**src/rtl/e2o_pkg.sv**
```systemverilog
`default_nettype none
package e2o_pkg;

    localparam int COUNT_WIDTH     = 16;
    localparam int SCALE_WIDTH     = 32;
    localparam int MS_WIDTH        = 16;
    localparam int OUT_WIDTH       = 32;
    localparam int CFG_INDEX_WIDTH = 2;

    // Q15.16 rounding points of the three travel magnitudes
    localparam int LINEAR_SHIFT  = 17;
    localparam int HEADING_SHIFT = 40;
    localparam int STASIS_SHIFT  = 16;

    // speed divider: one quotient bit above the output range, DIV_STEP bits a stage
    localparam int QUOT_WIDTH    = OUT_WIDTH + 1;
    localparam int NUM_WIDTH     = QUOT_WIDTH + MS_WIDTH + 1;
    localparam int DIV_STEP      = 4;
    localparam int DIV_STAGES    = (QUOT_WIDTH + DIV_STEP - 1) / DIV_STEP;
    localparam int CHAN_LATENCY  = DIV_STAGES + 3;
    localparam int FRONT_LATENCY = 5;

    localparam logic [OUT_WIDTH-1:0] SAT_POS = {1'b0, {(OUT_WIDTH-1){1'b1}}};
    localparam logic [OUT_WIDTH-1:0] SAT_NEG = {1'b1, {(OUT_WIDTH-1){1'b0}}};

    typedef enum logic [CFG_INDEX_WIDTH-1:0] {
        REG_LEFT_SCALE         = 2'd0,
        REG_RIGHT_SCALE        = 2'd1,
        REG_STASIS_SCALE       = 2'd2,
        REG_INVERSE_WHEEL_BASE = 2'd3
    } cfg_index_t;

    typedef struct packed {
        logic signed [COUNT_WIDTH-1:0] left_ticks;
        logic signed [COUNT_WIDTH-1:0] right_ticks;
        logic signed [COUNT_WIDTH-1:0] stasis_ticks;
        logic        [MS_WIDTH-1:0]    interval_ms;
    } request_t;

    typedef struct packed {
        logic signed [OUT_WIDTH-1:0] linear_distance;
        logic signed [OUT_WIDTH-1:0] heading_change;
        logic signed [OUT_WIDTH-1:0] stasis_travel;
        logic signed [OUT_WIDTH-1:0] linear_speed;
        logic signed [OUT_WIDTH-1:0] turn_rate;
        logic signed [OUT_WIDTH-1:0] stasis_speed;
        logic                        interval_error;
    } result_t;

endpackage
`default_nettype wire

```
**src/rtl/e2o_chan.sv**
```systemverilog
`default_nettype none
module e2o_chan #(
    parameter int MAG_WIDTH   = 49,
    parameter int ROUND_SHIFT = 17
) (
    input  wire logic                                 clk,
    input  wire logic [MAG_WIDTH-1:0]                 mag,
    input  wire logic                                 neg,
    input  wire logic [e2o_pkg::MS_WIDTH-1:0]         interval_ms,
    output logic signed [e2o_pkg::OUT_WIDTH-1:0]      distance,
    output logic signed [e2o_pkg::OUT_WIDTH-1:0]      speed
);

    localparam int OW      = e2o_pkg::OUT_WIDTH;
    localparam int MSW     = e2o_pkg::MS_WIDTH;
    localparam int QW      = e2o_pkg::QUOT_WIDTH;
    localparam int NW      = e2o_pkg::NUM_WIDTH;
    localparam int STAGES  = e2o_pkg::DIV_STAGES;
    localparam int STEP    = e2o_pkg::DIV_STEP;
    // times 1000 = 1024 - 16 - 8
    localparam int MUL_SHIFT = 10;
    localparam int CLAMP_W = NW + ROUND_SHIFT - 1 - MUL_SHIFT;
    localparam int TIMES_W = CLAMP_W + MUL_SHIFT;
    localparam int EXT_W   = (MAG_WIDTH > CLAMP_W) ? MAG_WIDTH : CLAMP_W;

    typedef struct packed {
        logic [CLAMP_W-1:0] mc;
        logic [TIMES_W-1:0] t;
        logic               big;
        logic               neg;
        logic [MSW-1:0]     ms;
        logic [OW-1:0]      travel;
    } front_t;

    typedef struct packed {
        logic [MSW-1:0] rem;
        logic [QW-1:0]  work;
        logic           sat;
        logic           neg;
        logic [MSW-1:0] ms;
        logic [OW-1:0]  travel;
    } divstage_t;

    front_t        s1_reg, s1_next;
    divstage_t     div_reg  [STAGES+1];
    divstage_t     div_next [STAGES+1];
    logic [OW-1:0] distance_reg, distance_next;
    logic [OW-1:0] speed_reg, speed_next;

    always_comb
    begin
        logic [EXT_W-1:0]   m_ext;
        logic [EXT_W:0]     rsum;
        logic [EXT_W:0]     rq;
        logic [EXT_W:0]     rlim;
        logic [CLAMP_W-1:0] mc;
        logic [TIMES_W-1:0] nfull;
        logic [NW-1:0]      nq;
        logic [MSW:0]       trial;
        logic [QW:0]        qp;
        logic [QW-1:0]      qr;
        logic [QW-1:0]      slim;
        divstage_t          last;

        // distance: round half away from zero, then saturate
        m_ext = EXT_W'(mag);
        mc    = m_ext[CLAMP_W-1:0];
        rsum  = {1'b0, m_ext} + ((EXT_W+1)'(1) << (ROUND_SHIFT - 1));
        rq    = rsum >> ROUND_SHIFT;
        rlim  = (EXT_W+1)'(neg ? e2o_pkg::SAT_NEG : e2o_pkg::SAT_POS);
        if (rq > rlim)
        begin
            s1_next.travel = neg ? e2o_pkg::SAT_NEG : e2o_pkg::SAT_POS;
        end
        else if (neg)
        begin
            s1_next.travel = OW'(0) - rq[OW-1:0];
        end
        else
        begin
            s1_next.travel = rq[OW-1:0];
        end
        s1_next.mc  = mc;
        s1_next.t   = {mc, MUL_SHIFT'(0)} - TIMES_W'({mc, 4'b0});
        s1_next.big = (m_ext >> CLAMP_W) != '0;
        s1_next.neg = neg;
        s1_next.ms  = interval_ms;

        // dividend with the bits below the half-step dropped
        nfull = s1_reg.t - TIMES_W'({s1_reg.mc, 3'b0});
        nq    = nfull[TIMES_W-1:ROUND_SHIFT-1];
        div_next[0].rem    = nq[NW-2:QW];
        div_next[0].work   = nq[QW-1:0];
        div_next[0].sat    = s1_reg.big || nq[NW-1] || (nq[NW-2:QW] >= s1_reg.ms);
        div_next[0].neg    = s1_reg.neg;
        div_next[0].ms     = s1_reg.ms;
        div_next[0].travel = s1_reg.travel;

        // restoring division, STEP quotient bits per stage
        for (int s = 0; s < STAGES; s++)
        begin
            div_next[s+1] = div_reg[s];
            for (int j = 0; j < STEP; j++)
            begin
                if (s * STEP + j < QW)
                begin
                    trial = {div_next[s+1].rem, div_next[s+1].work[QW-1]};
                    div_next[s+1].work = {div_next[s+1].work[QW-2:0], 1'b0};
                    if (trial >= {1'b0, div_next[s+1].ms})
                    begin
                        trial = trial - {1'b0, div_next[s+1].ms};
                        div_next[s+1].work[0] = 1'b1;
                    end
                    div_next[s+1].rem = trial[MSW-1:0];
                end
            end
        end

        // quotient is in half steps: add one and halve to round
        last = div_reg[STAGES];
        qp   = {1'b0, last.work} + (QW+1)'(1);
        qr   = qp[QW:1];
        slim = QW'(last.neg ? e2o_pkg::SAT_NEG : e2o_pkg::SAT_POS);
        if (last.ms == '0)
        begin
            speed_next = '0;
        end
        else if (last.sat || (qr > slim))
        begin
            speed_next = last.neg ? e2o_pkg::SAT_NEG : e2o_pkg::SAT_POS;
        end
        else if (last.neg)
        begin
            speed_next = OW'(0) - qr[OW-1:0];
        end
        else
        begin
            speed_next = qr[OW-1:0];
        end
        distance_next = last.travel;
    end

    always_ff @(posedge clk)
    begin
        s1_reg       <= s1_next;
        div_reg      <= div_next;
        distance_reg <= distance_next;
        speed_reg    <= speed_next;
    end

    assign distance = distance_reg;
    assign speed    = speed_reg;

endmodule
`default_nettype wire

```
**config.mk**
```make
export PLATFORM = sky130hd
export DESIGN_NAME = e2o_chan
export DESIGN_NICKNAME = d
export VERILOG_FILES = /design/src/rtl/e2o_pkg.sv /design/src/rtl/e2o_chan.sv
export SDC_FILE = /design/constraint.sdc
export NUM_CORES = 2
export LEC_CHECK = 0
export ABC_AREA = 1
export BUFFER_PORTS_ARGS = -buffer_cell sky130_fd_sc_hd__buf_2
export CORE_ASPECT_RATIO = 0.7
export CORE_MARGIN = 5
export CORE_UTILIZATION = 30
export CTS_CLUSTER_DIAMETER = 200
export CTS_CLUSTER_SIZE = 12
export DETAILED_ROUTE_END_ITERATION = 7
export GPL_TIMING_DRIVEN = 1
export PLACE_DENSITY_LB_ADDON = 0.05
export SLEW_MARGIN = 20
export SYNTH_ARGS = -nofsm -noshare
export SYNTH_HDL_FRONTEND = slang
export SYNTH_SLANG_ARGS = --single-unit
export TNS_END_PERCENT = 20
```
**constraint.sdc**
```tcl
create_clock -name clk -period 6.9 [get_ports clk]
set_clock_uncertainty 0.1 [all_clocks]
set_input_delay 1.035 -clock clk [delete_from_list [all_inputs] [get_ports clk]]
set_output_delay 1.035 -clock clk [all_outputs]
set_load 0.01 [all_outputs]
```
==> impl_results.md <==
* H-tree levels at 3
* Post-synthesis xor/xnor area fraction at 6.80%
* Kind of critical path: reg -> reg
* Die Ht at 413 µm
* RSZ-0062 raised after global routing: true
* Max reg flops at 763
* Vias in the first global route at 67,800
* HPWL after detailed placement at 219 mm
* CTS Sinks at 1,191
* Clk slew on worst S/H paths at 0.07 ns
* Commonest cells in the netlist: nand2_1 (2,810), inv_1 (1,227), dfxtp_1 (1,191)
* Placement Setup Slack at -1.46 ns
* Post-layout min period at 7.10 ns
* Vias per cell at 4.61
* First-pass GRT wire length at 402 mm
* Syn avg cell area at 7.27 µm²
* Clk_lat worst skew at 0.78 ns
* DRT antenna net count at 0
* Worst Tran Pin Value at 1.03 ns
* Compound-cell area share of the yosys netlist at 10.4%
* Mux cell area share after synthesis at 0%
* Post-synthesis cell count at 9,600
* # rows at 148
* Number of fill cells at 23,400
* CP endpoint kind: flop
* Root Buffer: clkbuf_16
* Initial core utilization at 30.1%
* Mapped Nets at 10,400
* Initial antenna violation count at 27
* 1st-pass router iterations at 5
* Leading area contributor after synthesis: dfxtp_1
* Area share of the largest cell type after synthesis at 34.2%
* WL final at 269 mm
* RD Place Congestion at 0.906
* Synth Area in Adders at 13.6%
* # Max-Cap Violations at 0
* Min setup slack post-route at -0.198 ns
* Core area at 232,000 µm²
* Number of flops mapped to enable cells by yosys at 0
* DR iter-0 viols at 4,524
* Simple-gate area share of the yosys netlist at 27.3%
* Post-synthesis sequential area ratio at 34.2%
* Area Overhead vs Synth at 50.4%
* Async SR Flop Fraction at 0%
* Yosys warnings at 0
* Final Util at 45.2%
* Fmax at 0.141 GHz
* Critical Path Start Type: flop
* Critical-path maximum fanout at 10
* Worst min path class: reg -> reg
* Largest net degree at the start of global routing at 49
* Longest Clk Path Bufs at 3
* Cell variety after synth at 67
* Endpoints failing hold at 0
* CP max stage cell: a211oi_4
* Ports at 131
* Largest family of logic cells by synthesized area: simple AND/OR/NAND/NOR gates
* DIE AREA at 242,000 µm²
* Most used cell, CP: nand2_2
* Final Max Tran Viols at 0
* Top post-synthesis cells by area: dfxtp_1 (34%), nand2_1 (15%), ha_1 (13%)
* Final period util at 103%
* Most common cell in the netlist: nand2_1
* DRC Markers at 0
* Top_reg_cell synth: dfxtp_1
* Critical Path RT at 7.38 ns
* Via count at 70,500
* Status: complete, but fails checks
* PortBufs at 130
* Failing checks: setup timing
* Synthesized area at 69,700 µm²
* Worst Path Arrival at 7.57 ns
* GRT Total Usage at 21.2%
* Fraction of layout cells with a size suffix above 1 at 36.3%
* Routed len/inst at 17.6 µm
* Cts hold-fix bufs at 0
* DIE WIDTH at 586 µm
* GRT overflow at 0
* Post-synthesis register bit count at 1,191
* Final layout net count at 13,000
* CP max stage delay at 0.38 ns
* Worst slew margin at 31.4%
* CTS tree: yes
* CTS Buf Count at 109
* Final setup violation count at 87
## cell type report
| type | instances | area, µm² | area share, % |
|---|---|---|---|
| diodes | 4 | 10.0 | 0.00954 |
| clock buffers | 109 | 2730 | 2.60 |
| multi-input cells | 7059 | 49000 | 46.7 |
| well taps | 3075 | 3850 | 3.67 |
| clock inverters | 8 | 221 | 0.211 |
| inverters | 1254 | 4860 | 4.63 |
| flip-flops and latches | 1191 | 24100 | 22.9 |
| repair buffers | 2575 | 20100 | 19.2 |
| repair inverters | 8 | 67.6 | 0.0644 |
## final timing paths
path	endpoint	cells after the start	startpoint	slack [ns]
max reg2reg	div_reg[185]	50	div_next[132]	-0.20
min	div_next[769]	0	div_next[864]	0.16
max	div_reg[185]	50	div_next[132]	-0.20
min reg2reg	div_next[769]	0	div_next[864]	0.16
## critical path: cells and delay by family (launching register included)
kind,cells,cell delay [ns]
buf+inv,9,1.14
simple gates,25,2.37
flops,1,0.37
fa+ha+maj,4,1.03
compound gates,12,1.90
## per-layer routing
layer | share of wire [%] | track usage [%] | vias to the layer above
li1 | - | - | 36300
met1 | 55 | 34.2 | 32700
met2 | 40 | 30.5 | 1227
met3 | 3.8 | 1.81 | 234
met4 | 1.5 | 3.12 | 4
met5 | 0.0078 | 0 | -
## logic make-up after synthesis
kind of cell | count (synthesis)
simple gates | 4455
compound gates | 1317
fa+ha+maj | 737
xor+xnor | 537
flops | 1191
buf+inv | 1363
## per-stage QoR
stage	std cells	hold WS (ns)	TNS, ns	cell area, µm²
after floorplan	9600	0.210	-0.631	69800
after global placement	14900	0.210	-118.61	90300
after detailed placement	14900	0.212	-115.29	90300
after CTS	15100	0.152	-15.37	98400
after global routing	15300	0.159	-49.88	105000
final	15300	0.160	-5.51	105000
## layout by cell type (no fill, tap or decap), types with 194 or more instances in the layout
cell type | netlist | layout
ha_1 | 705 | 380
a21oi_1 | 638 | 482
buf_4 | 23 | 2320
nand3_1 | 611 | 532
nor2_1 | 576 | 518
nand2_1 | 2810 | 2408
xor2_1 | 326 | 322
ha_4 | 0 | 315
xnor2_1 | 206 | 194
inv_1 | 1227 | 1073
dfxtp_1 | 1191 | 1060
o21ai_0 | 370 | 226
nand2_2 | 35 | 372
## what timing repair did
action | in CTS | in global routing
setup buffers | 121 | 138
gates resized for setup | 865 | 1174
endpoints found under the setup margin | 136 | 136
pin swaps | 179 | 404
gates cloned | 22 | 17
Power is not shown: default switching activity piles up to over one toggle a cycle in this logic, so the estimate is an artifact.
